===== config.mk =====
export PLATFORM = sky130hd
export DESIGN_NAME = ehr_mac
export DESIGN_NICKNAME = d
export VERILOG_FILES = /design/src/hdl/ehr_pkg.sv /design/src/hdl/ehr_mac.sv
export SDC_FILE = /design/constraint.sdc
export NUM_CORES = 2
export LEC_CHECK = 0
export ABC_AREA = 1
export BUFFER_PORTS_ARGS = -buffer_cell sky130_fd_sc_hd__buf_2
export CELL_PAD_IN_SITES_DETAIL_PLACEMENT = 0
export CELL_PAD_IN_SITES_GLOBAL_PLACEMENT = 2
export CORE_ASPECT_RATIO = 2
export CORE_MARGIN = 10
export CORE_UTILIZATION = 42
export DETAILED_ROUTE_END_ITERATION = 8
export PLACE_DENSITY_LB_ADDON = 0.12
export SLEW_MARGIN = 20
export SYNTH_ARGS = -nofsm -noshare
export SYNTH_HDL_FRONTEND = slang
export SYNTH_SLANG_ARGS = --single-unit

===== constraint.sdc =====
create_clock -name clock -period 11.4 [get_ports clock]
set_input_delay 0.57 -clock clock [delete_from_list [all_inputs] [get_ports clock]]
set_output_delay 0.57 -clock clock [all_outputs]
set_load 0.005 [all_outputs]

===== src/hdl/ehr_pkg.sv =====
// shared types and constants for the homography event remap
`default_nettype none
package ehr_pkg;
   localparam int SENSOR_COLS_DEF = 304;
   localparam int SENSOR_ROWS_DEF = 240;
   localparam int COEF_BITS_DEF   = 20;
   localparam int REG_BITS        = 60;
   localparam int SHORT_BITS      = 13;
   localparam int CSR_IDX_BITS    = 3;
   localparam int QUO_BITS        = 14;
   localparam int COORD_BITS      = 13;
   localparam logic [SHORT_BITS-1:0] CANVAS_MAX = 13'd4096;
   localparam logic [REG_BITS-1:0] ROW0_RESET = 60'd1024;
   localparam logic [REG_BITS-1:0] ROW1_RESET = 60'd1 << 30;
   localparam logic [REG_BITS-1:0] ROW2_RESET = 60'd1 << 50;
   localparam logic [SHORT_BITS-1:0] COLS_RESET = 13'd304;
   localparam logic [SHORT_BITS-1:0] ROWS_RESET = 13'd240;

   typedef enum logic [CSR_IDX_BITS-1:0] {
      CSR_ROW0   = 3'd0,
      CSR_ROW1   = 3'd1,
      CSR_ROW2   = 3'd2,
      CSR_OFFX   = 3'd3,
      CSR_OFFY   = 3'd4,
      CSR_COLS   = 3'd5,
      CSR_ROWS   = 3'd6
   } csr_index_type;

   typedef struct packed {
      logic [8:0] event_x;
      logic [7:0] event_y;
   } req_type;

   typedef struct packed {
      logic [11:0] pixel_x;
      logic [11:0] pixel_y;
      logic        drawn;
   } rsp_type;
endpackage
`default_nettype wire


===== src/hdl/ehr_mac.sv =====
// mirror, six products and three sums of the homography row vector
`default_nettype none
module ehr_mac #(
   parameter int SENSOR_COLS = ehr_pkg::SENSOR_COLS_DEF,
   parameter int SENSOR_ROWS = ehr_pkg::SENSOR_ROWS_DEF,
   parameter int COEF_BITS   = ehr_pkg::COEF_BITS_DEF
) (
   input  wire logic                              clock,
   input  wire logic                              reset,
   input  wire logic                              en,
   input  wire logic                              in_valid,
   input  wire ehr_pkg::req_type                  in_data,
   input  wire logic [ehr_pkg::REG_BITS-1:0]      row0,
   input  wire logic [ehr_pkg::REG_BITS-1:0]      row1,
   input  wire logic [ehr_pkg::REG_BITS-1:0]      row2,
   output logic                                   out_valid,
   output logic signed [COEF_BITS+14:0]           sum [3]
);
   localparam int CB = COEF_BITS;
   localparam int XB = ehr_pkg::COORD_BITS;
   localparam int PB = CB + XB;
   localparam int AB = CB + 15;
   localparam logic signed [XB-1:0] XTOP = XB'(SENSOR_COLS - 1);
   localparam logic signed [XB-1:0] YTOP = XB'(SENSOR_ROWS - 1);

   logic [3*CB-1:0] r0w, r1w, r2w;
   logic signed [XB-1:0] xm_ff, ym_ff;
   logic signed [PB-1:0] px_ff [3];
   logic signed [PB-1:0] py_ff [3];
   logic signed [CB-1:0] c2_ff [3];
   logic signed [AB-1:0] sum_ff [3];
   logic v1_ff, v2_ff, v3_ff;

   // bits above the register read as zero
   assign r0w = (3*CB)'({{(3*CB){1'b0}}, row0});
   assign r1w = (3*CB)'({{(3*CB){1'b0}}, row1});
   assign r2w = (3*CB)'({{(3*CB){1'b0}}, row2});

   always_ff @(posedge clock) begin
      if (reset) begin
         v1_ff <= 1'b0;
         v2_ff <= 1'b0;
         v3_ff <= 1'b0;
      end else if (en) begin
         v1_ff <= in_valid;
         v2_ff <= v1_ff;
         v3_ff <= v2_ff;
      end
      if (en) begin
         xm_ff <= XTOP - $signed(XB'(in_data.event_x));
         ym_ff <= YTOP - $signed(XB'(in_data.event_y));
      end
   end

   for (genvar j = 0; j < 3; j++) begin : g_col
      logic signed [PB-1:0] xe, ye, cx, cy;
      logic signed [AB-1:0] ax, ay, ac;
      assign xe = xm_ff;
      assign ye = ym_ff;
      assign cx = $signed(r0w[j*CB +: CB]);
      assign cy = $signed(r1w[j*CB +: CB]);
      assign ax = px_ff[j];
      assign ay = py_ff[j];
      assign ac = c2_ff[j];
      always_ff @(posedge clock) begin
         if (en) begin
            px_ff[j]  <= xe * cx;
            py_ff[j]  <= ye * cy;
            c2_ff[j]  <= $signed(r2w[j*CB +: CB]);
            sum_ff[j] <= ax + ay + ac;
         end
      end
      assign sum[j] = sum_ff[j];
   end

   assign out_valid = v3_ff;
endmodule
`default_nettype wire


; ---- After elaboration in Yosys (flattened, before gate mapping)
; Memory sizes are Yosys's and may differ from the RTL's.
; Cells that the tools add are included.
[op_classes]
n_addsub = 8
multipliers = 6
div_mod_pow = 0
order_cmp = 0
eq_ne = 0
n_shift = 0
muxes = 2
bitwise = 0
n_reduce_logical = 0
[ops]
columns = op, n
row1 = $add A34 B20 Y35, 3
row2 = $add A33 B33 Y34, 3
row3 = $mul A10 B20 Y30, 3
row4 = $mul A9 B20 Y29, 3
row5 = $sub A9 B9 Y10 const A, 1
row6 = $sub A8 B8 Y9 const A, 1
row7 = $mux W1, 2
[word_totals]
ff_bits = 22
latch_bits = 0
ramBits = 363
rom_bits = 0
n_memories = 4
[mem_list]
columns = memory, words, width, read_ports, rd_ports_with_merged_regs, wr, line
row1 = sum_ff, 3, 35, 3, 0, 3, ehr_mac.sv:31  ; logic signed [AB-1:0] sum_ff [3];
row2 = px_ff, 3, 33, 3, 0, 3, ehr_mac.sv:28  ; logic signed [PB-1:0] px_ff [3];
row3 = py_ff, 3, 33, 3, 0, 3, ehr_mac.sv:29  ; logic signed [PB-1:0] py_ff [3];
row4 = c2_ff, 3, 20, 3, 0, 3, ehr_mac.sv:30  ; logic signed [CB-1:0] c2_ff [3];

; ---- Depth between registers and ports, before layout
[depth]
word_depth = 2
mapped_depth = 25

; ---- Least setup slack after synthesis
; Ideal clock, no wire load.
[synth_path]
kind = input -> register
start = in row0[19] in the netlist's numbering
end = mem px_ff[0][32] in the netlist's numbering (data pin)
setup_time_ps = 252
arrival_ps = 4873
setup_slack_ps = 6275
stages = 23
path_buffers = 2
path_cell_list = clkbuf_1 > nand2_1 > inv_1 > fa_1 > fa_1 > buf_2 > inv_1 > fa_1 > inv_1 > fa_1 > inv_1 > fa_1 > inv_1 > ha_1 > nand2_1 > nor2_1 > nand2_1 > nor3_1 > nand2_1 > inv_1 > nor2_1 > nand2_1 > nand2_1
[synth_lines]
columns = element, line
row1 = from (decl), ehr_mac.sv:13  ; input wire logic [ehr_pkg::REG_BITS-1:0] row0,
row2 = to (decl), ehr_mac.sv:28

==> metrics.cfg <==
[detailed_routing]
ant_nets=0
drt_iter0_drc=2129
routed_via_density=4.89
num_vias=49958
wl_mm=205
drcViolationCount=0
routedWlPerCell_um=20.1
dr.pass1.iters=8

[sta]
slew_viol_final=0
max_freq_mhz=155
finalCriticalPeriod_ns=6.45
rsz0062_at_grt=false
finalHoldViolCount=0
tns_ns=0
setup_slack_ns=4.95
relSlewSlack_pct=31.4
hold-worst-slack_ns=0.102
skew_ns=0.0553
tightest_slew_ns=1.03
setup_viol=0
period_share_pct=56.6

[final_layout]
seqCellArea_sq_um=10900
fillers=15554
multi_input_area_sq_um=43700
area_delta_synth_final_pct=7.22
nets=9964
drive_gt1_share_pct=6.50

[floorplan]
rows=202
die_h_um=571
die_w_um=295
die-area_sq_um=168000
initial_core_util_pct=42.1
io_pins=307
coreArea_sq_um=151000

[worst_setup_path]
path_buf_inv=6
cpMaxStageDelayCell=edfxtp_1
cp.arrival_ns=6.79
timing.rr.start=xm_ff[1]
cp_cell_sequence=buf_4 -> nand2_1 -> fa_1 -> inv_1 -> fa_1 -> inv_1 -> fa_1 -> inv_1 -> fa_1 -> inv_1 -> fa_1 -> inv_1 -> ha_1 -> nand2_1 -> nor2_1 -> nand2_1 -> nand2_1 -> nand2_1 -> nand2_1 -> xor2_1
startpoint_type=flop
r2r_slack_ns=4.95
crit_start=xm_ff[1]
crit_type=reg -> reg
cp_max_fo=51
cpPeakStageDelay_ns=0.76
crit_path_frequent_cell=nand2_1
crit_path_end_kind=flop
cp.required_ns=11.74
path_delay_family=adder cells

[clock_network]
cts_htree_levels=2
cts_resized=0
cts_root_buf=clkbuf_16
numClockSinks=364
clk_pin_slew_worst_paths_ns=0.09
hold_buffers=0
cts_buffers=42
post-cts-setup-buffers=0
clock_latency_ns=0.66
cts_tree=yes
clockBufferDepth=3

[synth]
ys_types=38
syn_inst=8109
yosysWarnings=0
synthesis.area_sq_um=63700
yosys_register_bits=364
syn-num-nets=9836
syn_avg_cell_area_sq_um=7.85
seq_area_frac_synth_pct=17.1

[global_routing]
grt_pass1_wl_mm=316
grt_usage_pct=24.8
grt_start_max_net_pins=83
grt_pass1_vias=54803
overflow=0
antenna_found_initial=50

[placed_design]
place_ws_ns=4.59
gp_congestion=0.931
port_buffers=306
place_hpwl_mm=174

[run]
maxCapViolCount=0

[min_path]
hold_path.class=in -> reg
hold_start=row2[18]

[run_status]
run_status=finished clean

cells in the mapped netlist (all sizes together):
cell | number | area, sq um
inv | 2161 | 8110
nand4 | 74 | 463
and3 | 2 | 12.5
fa | 1047 | 21000
a21oi | 229 | 1150
clkbuf | 236 | 886
clkinv | 1 | 3.75
dfxtp | 3 | 60.1
nor4 | 7 | 43.8
nand3 | 248 | 1270
o21a | 4 | 30.0
or2 | 45 | 282
buf | 16 | 61.3
xor2 | 142 | 1240
a21o | 6 | 45.0
nand3b | 10 | 75.1
o21bai | 39 | 293
nor3 | 46 | 310
ha | 479 | 5990
nor2 | 380 | 1510
a21boi | 2 | 18.8
edfxtp | 361 | 10800
xnor2 | 24 | 210
o21ai | 98 | 490
nand2 | 2432 | 9180
and2 | 17 | 106
layer usage:
layer	track usage [%]	wire length, um	vias to the layer above
met1	23.2	66500	24478
met2	49.9	117000	948
met3	3.67	7830	456
met4	13.7	13400	68
li1	-	-	24008
met5	0	459	-
stage by stage:
stage | util (%) | cells | instance area [sq um]
2_1_floorplan | - | 8109 | 63700
3_3_place_gp | 44.3 | 10131 | 66900
3_5_place_dp | 44.3 | 10131 | 66900
4_1_cts | 45.1 | 10205 | 68200
5_1_grt | 45.1 | 10210 | 68200
6_report | 45.2 | 10220 | 68200
cells by family (layout without fill, tap and decap cells):
group | Yosys count | count (layout) | share of synthesized area, %
compound gates | 378 | 378 | 3.19
xor+xnor | 166 | 166 | 2.28
fa+ha+maj | 1526 | 1526 | 42.3
buf+inv | 2414 | 2572 | 14.2
flops | 364 | 364 | 17.1
other cells | 0 | 15 | 0
simple gates | 3261 | 3261 | 20.8
worst reg2reg max path, delay by kind of cell (launching register included):
family,cells,cell delay [ns]
XOR/XNOR,1,0.49
flip-flops,1,0.76
buffers and inverters,6,0.91
adder cells (fa/ha/maj),6,2.91
AND/OR/NAND/NOR,7,1.05
area by class of cell:
| type | instances | share of cell area, % |
|---|---|---|
| Antenna cell | 15 | 0.0550 |
| Inverter | 2162 | 11.9 |
| Multi-Input combinational cell | 5331 | 64.0 |
| Tap cell | 1938 | 3.55 |
| Timing Repair Buffer | 336 | 2.59 |
| Sequential cell | 364 | 16.0 |
| Clock inverter | 25 | 0.313 |
| Clock buffer | 49 | 1.61 |
worst paths after layout:
path / endpoint / cells after the start
max: px_ff[0][80] / 20
min: c2_ff[0][18] / 1
max reg2reg: px_ff[0][80] / 20
min reg2reg: out_valid / 2
state kept, by name, indices dropped and copies added (netlist names):
register,flops
v1_ff,1
xm_ff,10
sum_ff,105
c2_ff,60
v2_ff,1
out_valid,1
px_ff,90
py_ff,87
ym_ff,9
cell usage in the layout, fill, tap and decap left out, types with 24 or more instances in the layout:
cell type | synthesis | layout
nor2_1 | 356 | 356
inv_2 | 26 | 27
xnor2_1 | 24 | 24
buf_2 | 1 | 305
nand4_1 | 74 | 74
buf_4 | 0 | 30
nand2_1 | 2410 | 2410
xor2_1 | 142 | 142
o21bai_1 | 39 | 39
a21oi_1 | 227 | 227
o21ai_0 | 88 | 88
clkbuf_16 | 0 | 43
nor3_1 | 30 | 30
nand3_1 | 242 | 242
edfxtp_1 | 361 | 361
ha_1 | 479 | 479
fa_1 | 1047 | 1047
or2_2 | 42 | 42
inv_1 | 2135 | 2134
Power is not shown: default switching activity piles up to over one toggle a cycle in this logic, so the estimate is an artifact.
