### src/hdl/ehr_pkg.sv
// shared types and constants for the homography event remap
`default_nettype none
package ehr_pkg;
   localparam int SENSOR_COLS_DEF = 304;
   localparam int SENSOR_ROWS_DEF = 240;
   localparam int COEF_BITS_DEF   = 20;
   localparam int REG_BITS        = 60;
   localparam int SHORT_BITS      = 13;
   localparam int CSR_IDX_BITS    = 3;
   localparam int QUO_BITS        = 14;
   localparam int COORD_BITS      = 13;
   localparam logic [SHORT_BITS-1:0] CANVAS_MAX = 13'd4096;
   localparam logic [REG_BITS-1:0] ROW0_RESET = 60'd1024;
   localparam logic [REG_BITS-1:0] ROW1_RESET = 60'd1 << 30;
   localparam logic [REG_BITS-1:0] ROW2_RESET = 60'd1 << 50;
   localparam logic [SHORT_BITS-1:0] COLS_RESET = 13'd304;
   localparam logic [SHORT_BITS-1:0] ROWS_RESET = 13'd240;

   typedef enum logic [CSR_IDX_BITS-1:0] {
      CSR_ROW0   = 3'd0,
      CSR_ROW1   = 3'd1,
      CSR_ROW2   = 3'd2,
      CSR_OFFX   = 3'd3,
      CSR_OFFY   = 3'd4,
      CSR_COLS   = 3'd5,
      CSR_ROWS   = 3'd6
   } csr_index_type;

   typedef struct packed {
      logic [8:0] event_x;
      logic [7:0] event_y;
   } req_type;

   typedef struct packed {
      logic [11:0] pixel_x;
      logic [11:0] pixel_y;
      logic        drawn;
   } rsp_type;
endpackage
`default_nettype wire

### src/hdl/ehr_div.sv
// pipelined restoring divider lane with floor rounding and range flag
`default_nettype none
module ehr_div #(
   parameter int A_BITS = ehr_pkg::COEF_BITS_DEF + 15,
   parameter int Q_BITS = ehr_pkg::QUO_BITS
) (
   input  wire logic                     clock,
   input  wire logic                     reset,
   input  wire logic                     en,
   input  wire logic                     in_valid,
   input  wire logic signed [A_BITS-1:0] num,
   input  wire logic signed [A_BITS-1:0] den,
   output logic                          out_valid,
   output logic signed [Q_BITS+1:0]      quo,
   output logic                          ok
);
   localparam int RW = A_BITS + Q_BITS;

   logic [A_BITS-1:0] rem_ff  [Q_BITS+1];
   logic [A_BITS-1:0] dv_ff   [Q_BITS+1];
   logic [Q_BITS-1:0] q_ff    [Q_BITS+1];
   logic              neg_ff  [Q_BITS+1];
   logic              ok_ff   [Q_BITS+1];
   logic              v_ff    [Q_BITS+1];
   logic [A_BITS-1:0] abs_n, abs_d;
   logic signed [Q_BITS+1:0] quo_ff, quo_in, qs;
   logic out_valid_ff, ok_out_ff;

   assign abs_n = num[A_BITS-1] ? (~num + 1'b1) : num;
   assign abs_d = den[A_BITS-1] ? (~den + 1'b1) : den;

   always_ff @(posedge clock) begin
      if (reset) begin
         v_ff[0] <= 1'b0;
      end else if (en) begin
         v_ff[0] <= in_valid;
      end
      if (en) begin
         rem_ff[0] <= abs_n;
         dv_ff[0]  <= abs_d;
         q_ff[0]   <= '0;
         neg_ff[0] <= num[A_BITS-1] ^ den[A_BITS-1];
         // quotient must fit in Q_BITS, else far off canvas
         ok_ff[0]  <= (abs_d != '0) && ((abs_n >> Q_BITS) < abs_d);
      end
   end

   for (genvar k = 0; k < Q_BITS; k++) begin : g_step
      logic [RW-1:0] trial;
      logic          take;
      assign trial = RW'(dv_ff[k]) << (Q_BITS - 1 - k);
      assign take  = RW'(rem_ff[k]) >= trial;
      always_ff @(posedge clock) begin
         if (reset) begin
            v_ff[k+1] <= 1'b0;
         end else if (en) begin
            v_ff[k+1] <= v_ff[k];
         end
         if (en) begin
            rem_ff[k+1] <= take ? A_BITS'(RW'(rem_ff[k]) - trial) : rem_ff[k];
            q_ff[k+1]   <= q_ff[k] | (take ? (Q_BITS'(1) << (Q_BITS - 1 - k)) : '0);
            dv_ff[k+1]  <= dv_ff[k];
            neg_ff[k+1] <= neg_ff[k];
            ok_ff[k+1]  <= ok_ff[k];
         end
      end
   end

   assign qs = (Q_BITS + 2)'(q_ff[Q_BITS]);
   always_comb begin
      if (!neg_ff[Q_BITS]) begin
         quo_in = qs;
      end else if (rem_ff[Q_BITS] != '0) begin
         // -q - 1 rounds an inexact negative quotient down
         quo_in = ~qs;
      end else begin
         quo_in = -qs;
      end
   end

   always_ff @(posedge clock) begin
      if (reset) begin
         out_valid_ff <= 1'b0;
      end else if (en) begin
         out_valid_ff <= v_ff[Q_BITS];
      end
      if (en) begin
         quo_ff    <= quo_in;
         ok_out_ff <= ok_ff[Q_BITS];
      end
   end

   assign out_valid = out_valid_ff;
   assign quo       = quo_ff;
   assign ok        = ok_out_ff;
endmodule
`default_nettype wire

### config.mk
export PLATFORM = sky130hd
export DESIGN_NAME = ehr_div
export DESIGN_NICKNAME = d
export VERILOG_FILES = /design/src/hdl/ehr_pkg.sv /design/src/hdl/ehr_div.sv
export SDC_FILE = /design/constraint.sdc
export NUM_CORES = 2
export LEC_CHECK = 0
export BUFFER_PORTS_ARGS = -buffer_cell sky130_fd_sc_hd__buf_2
export CAP_MARGIN = 20
export CORE_ASPECT_RATIO = 0.7
export CORE_MARGIN = 2
export CORE_UTILIZATION = 55
export DETAILED_ROUTE_END_ITERATION = 10
export PLACE_DENSITY = 0.72
export SLEW_MARGIN = 20
export SYNTH_ARGS = -nofsm -noshare
export SYNTH_HDL_FRONTEND = slang
export SYNTH_SLANG_ARGS = --single-unit
### constraint.sdc
create_clock -name clock -period 7.6 [get_ports clock]
set_clock_uncertainty 0.05 [all_clocks]
set_input_delay 2.28 -clock clock [delete_from_list [all_inputs] [get_ports clock]]
set_output_delay 2.28 -clock clock [all_outputs]
set_load 0.02 [all_outputs]
== Word level (Yosys, flattened, before mapping) ==
Memories as Yosys holds them, arrays and structs flattened. A register that Yosys moved wholly into a read port is not among the register bits.
Index checks and enable logic that the tools add are counted.
Storage, ports and cells
  input bits: 74
  memories: 6
  output and inout port bits: 18
  memory bits (writable): 1305
  bits in registers: 16
Operators by class
  bitwise operators: 33
  reduce and logical (&&, ||, !) cells: 3
  $lt $le $gt $ge: 15
  $add $sub $neg: 17
  mux-type cells: 53
Memory list
  dv_ff: depth 15, bits a word 35, read ports 14, clocked after memory_dff 0, write ports 15, line ehr_div.sv:20  | logic [A_BITS-1:0] dv_ff [Q_BITS+1];
  rem_ff: depth 15, bits a word 35, read ports 15, clocked after memory_dff 0, write ports 15, line ehr_div.sv:19  | logic [A_BITS-1:0] rem_ff [Q_BITS+1];
  q_ff: depth 15, bits a word 14, read ports 15, clocked after memory_dff 0, write ports 15, line ehr_div.sv:21  | logic [Q_BITS-1:0] q_ff [Q_BITS+1];
  neg_ff: depth 15, bits a word 1, read ports 15, clocked after memory_dff 0, write ports 15, line ehr_div.sv:22  | logic neg_ff [Q_BITS+1];
  ok_ff: depth 15, bits a word 1, read ports 15, clocked after memory_dff 1, write ports 15, line ehr_div.sv:23  | logic ok_ff [Q_BITS+1];
  v_ff: depth 15, bits a word 1, read ports 15, clocked after memory_dff 1, write ports 15, line ehr_div.sv:24  | logic v_ff [Q_BITS+1];
Operators by type and width (number)
  $mux W35: 16
  $sub A35 B35 Y35: 14
  $add A35 B1 Y35 const B: 2
  $not A35 Y35: 2
  $reduce_bool A35 Y1: 2
  $ge A35 B48 Y1: 1
  $ge A35 B47 Y1: 1
  $ge A35 B46 Y1: 1
  $ge A35 B45 Y1: 1
  $ge A35 B44 Y1: 1
  $ge A35 B43 Y1: 1
  $ge A35 B42 Y1: 1
  $ge A35 B41 Y1: 1
  $ge A35 B40 Y1: 1
  $ge A35 B39 Y1: 1
  $ge A35 B38 Y1: 1
  $ge A35 B37 Y1: 1
  $ge A35 B36 Y1: 1
  $ge A35 B35 Y1: 1
  $lt A21 B35 Y1: 1
  $mux W14: 2
  $mux W1: 22
  $mux W16: 1
  $neg A14 Y16: 1
  30 further kinds: 44

== Longest topological paths before layout ==
  depth in word-level cells: 5
  depth in mapped cells: 20
  gate-level depth less buffers: 20

== Worst setup path before layout ==
No wires, ideal clock.
  path type: input to register
  start: input num[11]
  end: memory ok_ff[0], data pin
  data required time: 7.413 ns
  stages on the path: 16
  arrival time: 5.907 ns
  path slack: 1.506 ns
  cell sequence: or4_1 -> or3_1 -> or4_1 -> o41ai_1 -> xnor2_1 -> ha_1 -> a21o_1 -> a21o_1 -> a21o_1 -> a21o_1 -> a21o_1 -> a21o_1 -> a21oi_1 -> o31ai_1 -> a221o_1 -> nand4_1
RTL lines
  start: declaration: line ehr_div.sv:11  | input wire logic signed [A_BITS-1:0] num,
  end: declaration: line ehr_div.sv:23

==> results.yml <==
power_and_ir_drop:
  power.share.sequential_pct: 48.8
  power_density_nw_per_um2: 236
  p_sw_mw: 4.38
  cell_internal_pwr_mw: 12.1
  switching_share_pct: 26.6
  clkPwrFrac_pct: 34.4
  p_comb_share_pct: 16.8
  p_leak_nw: 28.3
  peakVddDrop_mv: 0.174
detailed_routing:
  vias: 41500
  detail_route.wl_per_cell_um: 19.5
  wl_um: 139000
  drt-initial-drc-count: 3548
  dr.pass1.iters: 6
  ant_nets: 0
  vias_per_cell: 5.81
  drc: 0
sta:
  setup_viol: 0
  hold_viol: 0
  post-route-period-util_pct: 79.6
  rsz0062_at_grt: "no"
  hold_slack_ns: 0.331
  finalMaxSlewViolations: 0
  tightest_slew_ns: 1.05
  min_period_ns: 6.05
  fmax_mhz: 165
  tns_ns: 0
  slew_headroom_pct: 29.9
outcome:
  outcome: "complete, no violations"
setup_path:
  worstPathArrival_ns: 6.57
  endpoint_kind: "flip-flop"
  path_max_fanout: 4
  path_class: "in -> reg"
  startpoint_type: "input pin"
  worstPathRequired_ns: 8.12
synth:
  avgSynthCellArea_um2: 11.8
  async_flop_share_pct: 0
  syn_inst: 5394
  synthesis.area_um2: 63600
  synthFlopType: "edfxtp_1"
  yosys.area_share.xor_xnor_pct: 5.41
  synth_compound_area_share_pct: 13.1
  synth_top_family_by_area: "compound AO/OA/AOI/OAI gates"
  synth_mux_area_share_pct: 3.31
  synth_warnings: 0
  synthesis.nets: 5904
  yosys.area_share.simple_pct: 9.84
  synth-edff-count: 1182
  ys_types: 78
  synth_seq_cells: 1183
  synth_seq_area_share_pct: 55.8
  synth-adder-area-share_pct: 8.74
layout:
  utilization_pct: 60.6
  drive_gt1_share_pct: 8.81
  final_common_cell: "edfxtp_1"
  area_delta_synth_final_pct: 9.50
  fin_cells: 7154
  num-fill-cells: 8994
  layout_common_cells: "edfxtp_1, inv_1, ha_1"
  nets: 6038
job:
  drv_cap: 0
clocking:
  cts_num_sinks: 1183
  post_cts_buffers: 0
  hold_buffers: 0
  clk_pin_slew_ns: 0.06
  clk_root_buffer_cell: "clkbuf_16"
  cts_buffers: 111
  clock_tree.buffer_depth: 3
  cts.htree.levels: 3
  cts_tree: "built"
  cts_resized: 0
  insertion_delay_ns: 0.74
floorplan:
  ios: 92
  core_area_um2: 115000
  die_y_um: 289
  die_area_um2: 118000
  rows: 104
  die_w_um: 410
  start_util_pct: 55.4
grt:
  grt_pass1_vias: 39900
  grtUsageTotal_pct: 23.3
  grt-ovfl-total: 0
  grt_start_max_net_pins: 177
  grt_pass1_wl_um: 219000
  antenna_found_initial: 2
place:
  place_congestion: 0.910
  io_buffers: 91
  dp_hpwl_um: 105000
  dpl.cell_count: 6952
worst_hold_path:
  hp-class: "reg -> reg"
kinds of logic (layout without fill, tap and decap cells):
| logic type | count (synthesis) | after routing |
|---|---|---|
| AO/OA/AOI/OAI | 1316 | 1316 |
| AND/OR/NAND/NOR | 1246 | 1246 |
| multiplexers | 189 | 189 |
| buffers and inverters | 631 | 853 |
| other | 0 | 1 |
| adder cells (fa/ha/maj) | 436 | 436 |
| XOR/XNOR | 393 | 393 |
| flip-flops | 1183 | 1183 |
flip-flops by register name, summed over array words and instances, names as in the netlist:
signal,flops
dv_ff,490
neg_ff,15
ok,1
ok_ff,15
out_valid,1
q_ff,105
quo,16
rem_ff,525
v_ff,15
metal layers:
layer | GRT usage (%) | up-vias | wire [µm] | part of all wire [%]
li1 | - | 20300 | - | -
met1 | 32.3 | 20000 | 63300 | 45
met2 | 38.7 | 1034 | 66000 | 47
met3 | 3.12 | 222 | 6450 | 4.6
met4 | 6.62 | 0 | 3770 | 2.7
met5 | 0 | - | 0 | 0
per-stage QoR:
stage / cell area (µm²) / power [mW] / worst slack, ns
after detailed placement: 66000 / 10.9 / 0.860
after global routing: 69700 / 17.2 / 1.34
after global placement: 66000 / 10.8 / 0.884
after CTS: 69700 / 16.5 / 1.61
final: 69700 / 16.4 / 1.55
after floorplan: 63600 / 10.0 / 1.51
power by group through the flow:
stage | sequential [mW] | clock [mW] | combinational, mW
6_report | 8.03 | 5.65 | 2.76
5_1_grt | 8.07 | 6.00 | 3.08
3_5_place_dp | 8.17 | 0 | 2.72
3_3_place_gp | 8.16 | 0 | 2.65
2_1_floorplan | 8.02 | 0 | 2.02
4_1_cts | 8.03 | 5.75 | 2.74
critical path, cell delays in order:
cell	delay, ns
buf_2	0.11
or4_1	0.54
or3_1	0.39
or4_1	0.59
o41ai_1	0.33
xnor2_1	0.19
ha_1	0.29
a21o_1	0.18
a21o_1	0.18
a21o_1	0.17
a21o_1	0.17
a21o_1	0.18
a21o_1	0.17
a21oi_1	0.14
o31ai_1	0.15
a221o_1	0.40
nand4_1	0.10
final timing paths:
path / slack (ns) / from / end / cells after the start
setup / recovery: 1.55 / num[11] / ok_ff[0] / 17
setup reg to reg: 2.46 / dv_ff[6][36] / rem_ff[1][211] / 11
hold reg to reg: 0.33 / q_ff[13][3] / q_ff[14][3] / 0
hold / removal: 0.33 / q_ff[13][3] / q_ff[14][3] / 0
Yosys cell counts, types with 22 or more instances:
cell type	n	area, µm²
o21bai_1	35	263
a211oi_1	27	203
ha_1	422	5280
a21oi_1	313	1570
o31ai_1	53	398
a31oi_1	43	269
or2_2	26	163
inv_1	531	1990
mux2_2	151	1700
nor3_1	84	420
nor2b_1	65	407
o21ai_0	364	1820
nor2_1	233	875
nand2_1	378	1420
nor4_1	52	325
or3_1	34	213
and3_1	41	257
xnor2_1	263	2300
nand4_1	64	400
o211ai_1	22	165
and2_1	35	219
xor2_1	130	1140
o21a_1	47	353
edfxtp_1	1182	35500
a21o_1	234	1760
clkbuf_1	88	330
nand2b_1	60	375
nand3_1	80	400
layout make-up:
class,count,area (µm²),area share [%]
Tap cell,1537,1920,2.76
Clock inverter,73,800,1.15
Sequential cell,1183,35500,51.0
Antenna cell,1,2.50,0.00359
Multi-Input combinational cell,3580,25800,37.1
Inverter,532,2000,2.87
Timing Repair Buffer,120,758,1.09
Clock buffer,128,2840,4.08
(Power assumes the default switching activity.)
